--- config.mk ---
export PLATFORM = sky130hd
export DESIGN_NAME = bsefn_ctrl
export DESIGN_NICKNAME = d
export VERILOG_FILES = /design/src/rtl/core/bsefn_pkg.sv /design/src/rtl/core/bsefn_ctrl.sv
export SDC_FILE = /design/constraint.sdc
export NUM_CORES = 1
export LEC_CHECK = 0
export ABC_AREA = 1
export BUFFER_PORTS_ARGS = -buffer_cell sky130_fd_sc_hd__buf_2
export CAP_MARGIN = 20
export CORE_AREA = 5 5 42 44
export CTS_CLUSTER_SIZE = 14
export DETAILED_ROUTE_END_ITERATION = 8
export DIE_AREA = 0 0 47 49
export PLACE_DENSITY = 0.43
export SETUP_SLACK_MARGIN = 0.4
export SLEW_MARGIN = 10
export SYNTH_ARGS = -nofsm -noshare
export SYNTH_HDL_FRONTEND = slang
export SYNTH_SLANG_ARGS = --single-unit
--- constraint.sdc ---
create_clock -name i_clk -period 1.5 [get_ports i_clk]
set_clock_uncertainty 0.15 [all_clocks]
set_input_delay 0.15 -clock i_clk [delete_from_list [all_inputs] [get_ports i_clk]]
set_output_delay 0.15 -clock i_clk [all_outputs]
set_load 0.02 [all_outputs]
--- src/rtl/core/bsefn_pkg.sv ---
// ----------------------------------------------------------------------------
// Bitset engine package
// Shared widths, opcodes, default sizes and the controller/datapath
// command and status bundles.
// ----------------------------------------------------------------------------
package bsefn_pkg;

    localparam int WORD_BITS    = 32;
    localparam int DEF_NUM_SETS = 8;
    localparam int DEF_MAX_BITS = 1024;

    localparam int OP_W   = 4;
    localparam int SET_W  = 3;
    localparam int IDX_W  = 11;
    localparam int LEN_W  = 11;
    // Word counter: holds up to 2**(LEN_W-5) words per set.
    localparam int WCNT_W = LEN_W - 4;

    localparam logic [LEN_W-1:0] LEN_RESET = 11'd1024;

    localparam logic REG_BIT_LENGTH = 1'b0;

    localparam logic [OP_W-1:0] OP_SET    = 4'd0;
    localparam logic [OP_W-1:0] OP_CLEAR  = 4'd1;
    localparam logic [OP_W-1:0] OP_READ   = 4'd2;
    localparam logic [OP_W-1:0] OP_AND    = 4'd3;
    localparam logic [OP_W-1:0] OP_OR     = 4'd4;
    localparam logic [OP_W-1:0] OP_INVERT = 4'd5;
    localparam logic [OP_W-1:0] OP_NEXT   = 4'd6;
    localparam logic [OP_W-1:0] OP_ZERO   = 4'd7;
    localparam logic [OP_W-1:0] OP_COPY   = 4'd8;

    typedef struct packed {
        logic clr_we;
        logic accept;
        logic issue;
        logic load_out;
    } t_dp_cmd;

    typedef struct packed {
        logic clr_last;
        logic issue_done;
        logic pend;
        logic found;
    } t_dp_sts;

endpackage

--- src/rtl/core/bsefn_ctrl.sv ---
// ----------------------------------------------------------------------------
// Bitset engine controller
// Sequences the reset clearing sweep, request acceptance, the word walk
// and the hand-off of each result to the output register.
// ----------------------------------------------------------------------------
module bsefn_ctrl
    import bsefn_pkg::*;
(
    input  logic    i_clk,
    input  logic    i_rst_n,
    input  logic    i_in_valid,
    output logic    o_in_stall,
    input  logic    i_out_stall,
    output logic    o_out_valid,
    output t_dp_cmd o_cmd,
    input  t_dp_sts i_sts
);

    localparam logic [1:0] S_CLEAR = 2'd0;
    localparam logic [1:0] S_IDLE  = 2'd1;
    localparam logic [1:0] S_WALK  = 2'd2;
    localparam logic [1:0] S_DONE  = 2'd3;

    logic [1:0] r_state;
    logic [1:0] n_state;
    logic       r_out_valid;
    logic       n_out_valid;

    always_comb begin
        n_state = r_state;
        o_cmd   = '0;
        unique case (r_state)
            S_CLEAR: begin
                o_cmd.clr_we = 1'b1;
                if (i_sts.clr_last) begin
                    n_state = S_IDLE;
                end
            end
            S_IDLE: begin
                if (i_in_valid) begin
                    o_cmd.accept = 1'b1;
                    n_state      = S_WALK;
                end
            end
            S_WALK: begin
                o_cmd.issue = !i_sts.issue_done && !i_sts.found;
                if (i_sts.found || i_sts.issue_done) begin
                    n_state = S_DONE;
                end
            end
            S_DONE: begin
                if (!r_out_valid || !i_out_stall) begin
                    o_cmd.load_out = 1'b1;
                    n_state        = S_IDLE;
                end
            end
            default: begin
                n_state = S_CLEAR;
            end
        endcase
    end

    always_comb begin
        if (o_cmd.load_out) begin
            n_out_valid = 1'b1;
        end else if (!i_out_stall) begin
            n_out_valid = 1'b0;
        end else begin
            n_out_valid = r_out_valid;
        end
    end

    always_ff @(posedge i_clk) begin
        if (!i_rst_n) begin
            r_state     <= S_CLEAR;
            r_out_valid <= 1'b0;
        end else begin
            r_state     <= n_state;
            r_out_valid <= n_out_valid;
        end
    end

    assign o_in_stall  = (r_state != S_IDLE);
    assign o_out_valid = r_out_valid;

    // A hit ends the walk, so no further word read may start with it.
    a_no_issue_on_hit: assert property (@(posedge i_clk) disable iff (!i_rst_n)
        i_sts.found |-> !o_cmd.issue)
        else $error("word read issued in the cycle of a search hit");

    // A new request is only taken when no word read is in flight.
    a_accept_quiet: assert property (@(posedge i_clk) disable iff (!i_rst_n)
        o_cmd.accept |-> !i_sts.pend)
        else $error("request accepted with a word read in flight");

    // A loaded result is presented in the following cycle.
    a_load_shows: assert property (@(posedge i_clk) disable iff (!i_rst_n)
        o_cmd.load_out |=> r_out_valid)
        else $error("loaded result not presented");

endmodule

# [After elaboration in Yosys (flattened, before gate mapping)]
# Cells that the tools add are included.
[op_classes] eq_ne=9 mux=13 n_reduce_logical=9
[ops] cell="$mux 1" count=8
[ops] cell="$mux 2" count=4
[ops] cell="$ne 2x2->1 const B" count=4
[ops] cell="$pmux 2 s4" count=1
[ops] cell="$eq 2x2->1 const B" count=2
[ops] cell="$logic_not 1->1" count=4
[ops] cell="$ne 2x1->1 const B" count=2
[ops] cell="$reduce_and 4->1" count=1
[ops] cell="$eq 2x1->1 const B" count=1
[ops] cell="$logic_not 2->1" count=1
[ops] cell="$logic_or 1x1->1" count=2
[ops] cell="$logic_and 1x1->1" count=1
[word_totals] in_bits=8 reg_bits=3

# [Longest topological paths before layout]
# Gate-level depths: netlist of the first run.
[depth] depth_word=5 depth_mapped=8 mapped_depth_nobuf=8

# [Least setup slack after synthesis of the first run]
# OpenSTA, ideal clock, no wires.
[synth_timing] path_kind="reg-to-reg" from="reg r_state[0]" to="reg r_state[0]" synth_period_minus_slack_ps=1355 arrival_time_ps=1092 setup_ps=113 t_required_ps=1237 slack_ps=145 stages_incl_launch_ff=9 path_cell_list="dfxtp_1 > inv_1 > ha_1 > nand2_2 > nand2_2 > nor2_2 > nand3_1 > nand2_1 > nor2_1"
[synth_via] elab_chain_len=3 word_cells_on_any_way=10
[synth_rtl] item="start, declared" line_no="bsefn_ctrl.sv:24" rtl="logic [1:0] r_state;"
[synth_rtl] item="start signal, assigned" line_no="bsefn_ctrl.sv:78" rtl="r_state <= n_state;"
[synth_rtl] item="$eq 2x2->1, or another cell as far along" line_no="bsefn_ctrl.sv:32" rtl="unique case (r_state)"
[synth_rtl] item="$ne 2x2->1 (no line)"
[synth_rtl] item="$reduce_and 4->1 (no line)"
# Parallel ways exist; a longest one is shown, timed or not.
# A chain may end at the register's enable or synchronous reset.

==> summary.txt, run 1 <==
Worst setup path
  – Bufs and invs on worst path: 3
  – Largest delay share family, worst path: flip-flops
  – Setup CP Type: reg -> out
  – Worst path arrival time: 1.04 ns
  – CP Max Fanout: 4
  – Slowest cell on the critical path: dfxtp_4
  – Critical path launch point type: flop
  – Crit path capture type: output port
  – Cell chain of the critical path: inv_4 -> ha_4 -> nand2_2 -> inv_2 -> buf_6
  – CP required: 1.20 ns
  – Max incr delay on CP: 0.39 ns

Yosys
  – Synth area leader: dfxtp_1
  – Sequential area share after synthesis: 23.2%
  – Post-Syn Instances: 40
  – Yosys top cell area share: 23.2%
  – Syn Area/Cell: 6.47 um^2
  – Seq cells post-synth: 3
  – Synth Cell Area: 259 um^2
  – Netlist cell types: 11
  – Syn Nets: 52
  – Largest cells by area after synthesis: dfxtp_1, ha_1, inv_1
  – Yosys warns: 0

Cells and area
  – Layout cells sized above 1: 66.1%
  – Ant. Diodes: 0
  – Nets@finish: 72
  – Fill cells: 162
  – Area Overhead vs Synth: 93.7%
  – Finished Core Util: 35.8%
  – Non-Filler Instances: 75

Run status
  – Status: completed

CTS
  – CTS tree: yes
  – Max Root-Sink Buffers: 2
  – Clock Latency Late Sink: 0.23 ns
  – CTS Hold Bufs: 0
  – Clock root buffer: clkbuf_4
  – Num CTS Buffers: 3
  – Clock slew at the register clock pins of the worst setup and hold paths: 0.04 ns
  – Sink Count: 3
  – CTS H-tree lvls: 1

Place
  – RePlAce Congestion: 0.654
  – Post-DP HPWL: 458 um
  – # placed instances: 67
  – PortBufs: 12

Detailed routing
  – Post-DR wirelength/cell: 8.15 um
  – Iteration-0 DRC Markers: 1
  – Pre-antenna DRT Iters: 2
  – Via count: 280
  – Post-DR vias/cell: 3.73
  – Post-route DRC: 0
  – Post-DRT Antenna Nets: 0
  – Final WL: 611 um

Timing
  – Relative slew slack: 84.8%
  – Setup TNS: 0 ns
  – Worst-Margin Slew: 0.227 ns
  – Fin Hold WS: 0.0201 ns
  – Final Hold Viols: 0
  – Fmax: 748 MHz
  – Max Slew Vio Count: 0
  – Final Cycle Share: 89.1%
  – Final setup violation count: 0
  – Tmin final: 1.34 ns
  – RSZ-0062 raised after global routing: true

GRT
  – Total congestion overflow: 0
  – Pin count of the biggest net entering global routing: 5
  – Global Route Usage Sum: 6.40%
  – Initial antenna violation count: 0
  – Number of global-route vias before repair: 261
  – First-pass GRT wire length: 1060 um

Run
  – Max-cap viol count: 0

Power
  – Leakage: 0.000264 uW
  – Tot Pwr: 817 uW
  – Maximum vdd ir drop: 0.493 mV
  – PD cells: 1630 nW/um^2

Die
  – Die ar.: 2300 um^2
  – Height of the die: 49 um
  – Core area: 1400 um^2
  – Initial Utilization: 18.5%
  – Die X: 47 um
  – Std-Cell Rows: 14
  – # IOs: 14

Hold path
  – Min-delay worst type: in -> reg
## metrics by stage
stage          setup WS [ns]  area, um^2
2_1_floorplan          0.312         277
3_3_place_gp           0.217         349
3_5_place_dp           0.220         349
4_1_cts                0.149         479
5_1_grt                0.108         502
6_report               0.163         502
## synthesized netlist by cell type
master    number
nor2_1         7
nand2_2        4
ha_1           4
inv_2          1
dfxtp_1        3
buf_4          1
nand2_1        6
a21boi_1       1
nand3_1        2
nor2_2         2
inv_1          9
## logic make-up (layout without fill, tap and decap cells)
family / Yosys count / in the layout / share of synthesized area, %
compound gates: 1 / 1 / 2.90
fa+ha+maj: 4 / 4 / 19.3
buf+inv: 11 / 30 / 17.4
flops: 3 / 3 / 23.2
simple gates: 21 / 21 / 37.2
## sequential cells by signal, summed over array words and instances (netlist names)
name / flops
o_out_valid: 1
r_state: 2
## metal layers
metal | vias up | track usage (%) | wire length, um
met4 | 0 | 2.76 | 14
met5 | - | 0 | 0
met3 | 2 | 3.32 | 41
met2 | 8 | 9.05 | 316
met1 | 117 | 7.88 | 238
li1 | 153 | - | -
## timing repair
| action | CTS | global route |
|---|---|---|
| pin swaps | 6 | 5 |
| buffers inserted | 3 | 1 |
| gates resized for setup | 22 | 5 |
| setup endpoints to repair | 7 | 7 |
## final cells by class
class | count | area [um^2] | share of cell area (%)
timing repair buffer | 16 | 121 | 24.2
clock buffer | 4 | 26.3 | 5.24
tap | 16 | 20.0 | 3.99
multi-input combinational | 26 | 224 | 44.6
inverter | 10 | 42.5 | 8.48
sequential | 3 | 67.6 | 13.5
## worst min-delay path: cells and delay by family
| family | cells | cell delay, ns |
|---|---|---|
| buf+inv | 1 | 0.12 |
| simple gates | 2 | 0.09 |
## power breakdown
group          switching (uW)  internal (uW)
clock network            37.9           99.4
logic                     249            256
registers                55.2            120
## placed cells by master (no fill, tap or decap), types with 2 or more instances in the layout
cell type	instances
buf_2	7
buf_4	4
buf_6	5
clkbuf_4	3
dfxtp_4	2
ha_4	4
inv_1	4
inv_2	4
inv_4	2
nand2_1	4
nand2_2	5
nand3_1	2
nor2_1	7
nor2_4	2
## worst paths after layout
kind | from | endpoint | slack, ns | cells after the start
setup reg to reg | r_state[1] | r_state[0] | 0.22 | 7
hold reg to reg | o_out_valid | o_out_valid | 0.34 | 2
setup / recovery | r_state[1] | o_cmd[2] | 0.16 | 5
hold / removal | i_rst_n | r_state[1] | 0.02 | 3
Power figures use the tool's default switching activity.
==> run 2: changes to the inputs <==
==> constraint.sdc (replaced) <==
create_clock -name i_clk -period 1.5 [get_ports i_clk]
set_clock_uncertainty 0.15 [all_clocks]
set_input_delay 0.3 -clock i_clk [delete_from_list [all_inputs] [get_ports i_clk]]
set_output_delay 0.3 -clock i_clk [all_outputs]
set_load 0.02 [all_outputs]
==> run 2 against run 1 <==
Worst hold slack better by 0.14 ns. Die area is the same. Utilization grew 0.62 points. Via count rose by 0.71%. Critical endpoint unchanged. Final cell count fell by 1.3%.
==> summary.txt, run 2 (same netlist as run 1, synthesis figures left out) <==
Power
  – Seq pwr share: 21.5%
  – Combinational share of power: 61.3%
  – Maximum vdd ir drop: 0.438 mV
  – Internal power: 472 uW
  – PD cells: 1630 nW/um^2
  – Tot Pwr: 830 uW
  – Clock network fraction of design power: 17.1%
  – Net switching power figure: 358 uW
  – Leakage: 0.000267 uW
  – Sw frac: 43.1%

GRT
  – Pin count of the biggest net entering global routing: 5
  – Number of global-route vias before repair: 269
  – Initial antenna violation count: 0
  – Global Route Usage Sum: 5.55%
  – First-pass GRT wire length: 938 um
  – Total congestion overflow: 0

Worst setup path
  – Crit path capture type: output port
  – Worst path arrival time: 1.04 ns
  – R2R Setup Slk: 0.10 ns
  – Setup CP Type: reg -> out
  – Cell chain of the critical path: inv_4 -> ha_4 -> nand2_2 -> inv_2 -> buf_6
  – CP Max Fanout: 4
  – Slowest cell on the critical path: dfxtp_4
  – CP required: 1.05 ns
  – Critical path launch point type: flop
  – Max incr delay on CP: 0.39 ns

Cells and area
  – Largest register FFs: 2
  – Finished Core Util: 36.4%
  – Most frequent cells in the layout: nor2_1, buf_2, buf_6
  – Ant. Diodes: 0
  – Fin area: 510 um^2
  – Area Overhead vs Synth: 97.1%
  – Largest Register: r_state
  – Layout cells sized above 1: 70.7%
  – Nets@finish: 71

Detailed routing
  – Post-route DRC: 0
  – Final WL: 584 um
  – Iteration-0 DRC Markers: 1
  – Via count: 282
  – Post-DR vias/cell: 3.81
  – Pre-antenna DRT Iters: 2
  – Post-DRT Antenna Nets: 0
  – Post-DR wirelength/cell: 7.89 um

CTS
  – Sink Count: 3
  – CTS tree: yes
  – Clock Latency Late Sink: 0.23 ns
  – Num CTS Buffers: 3
  – Clock root buffer: clkbuf_4
  – CTS H-tree lvls: 1
  – Max Root-Sink Buffers: 2
  – Clock slew at the register clock pins of the worst setup and hold paths: 0.03 ns

Place
  – PortBufs: 12
  – Post-DP HPWL: 461 um
  – RePlAce Congestion: 0.598
  – Pre-CTS setup slack: 0.156 ns
  – Area after DPL: 368 um^2

Hold path
  – Min-delay worst type: in -> reg

Die
  – Core area: 1400 um^2
  – Die X: 47 um
  – Initial Utilization: 18.5%
  – # IOs: 14
  – Die ar.: 2300 um^2
  – Std-Cell Rows: 14
  – Height of the die: 49 um

Timing
  – Fmax: 673 MHz
  – Relative slew slack: 87.5%
  – Setup TNS: 0 ns
  – RSZ-0062 raised after global routing: true
  – Final setup violation count: 0
  – Final WS setup: 0.0138 ns
  – Worst-Margin Slew: 0.187 ns
  – Final Cycle Share: 99.1%
  – Max Slew Vio Count: 0
  – Tmin final: 1.49 ns
  – Final Hold Viols: 0

Run
  – Max-cap viol count: 0

Run status
  – Status: completed
==> run 2: cell count changes in the layout (fill, tap and decap cells not counted), sizes merged <==
cell,previous run,this run
buf,16,15
==> run 2: layout make-up <==
type / count / area, um^2
fill: 168 / 891
multi-input combinational: 26 / 236
timing repair buffer: 15 / 116
sequential: 3 / 68.8
inverter: 10 / 42.5
clock buffer: 4 / 26.3
tap: 16 / 20.0
==> run 2: what timing repair did <==
action | 4_1_cts | 5_1_grt
pin swaps | 4 | 3
hold buffers | 0 | 0
resized for setup | 18 | 6
setup endpoints to repair | 8 | 8
hold endpoints to repair | 0 | 0
setup buffers | 3 | 0
==> run 2: path summary, 6_finish.rpt <==
path                             startpoint          end  cells past startpoint
worst max-delay path             r_state[1]     o_cmd[2]                      5
worst min-delay path                i_rst_n   r_state[1]                      3
worst max register to register   r_state[1]   r_state[1]                      9
worst min register to register  o_out_valid  o_out_valid                      2
==> run 2: per-layer routing <==
layer  up-vias  part of all wire [%]  global-route usage, %
met1       122                    39                   5.46
met3         0                    11                   3.32
li1        149                     -                      -
met4         0                     0                   2.76
met2        11                    50                   8.82
met5         -                     0                      0
==> run 2: power groups by stage <==
stage / clock (uW) / combinational [uW] / sequential (uW)
final: 142 / 509 / 179
after global routing: 155 / 555 / 186
after CTS: 149 / 476 / 178
after detailed placement: 0 / 359 / 162
after global placement: 0 / 355 / 162
after floorplan: 0 / 285 / 160
==> run 2: worst max-delay path, delay by kind of cell, from the launching register on <==
family	cells	cell delay, ns
buf+inv	3	0.20
flops	1	0.39
fa+ha+maj	1	0.16
simple gates	1	0.06
==> run 2: through the flow <==
step	cells	hold WS, ns
2_1_floorplan	40	0.261
3_3_place_gp	67	0.334
3_5_place_dp	67	0.340
4_1_cts	74	0.153
5_1_grt	74	0.154
6_report	74	0.160
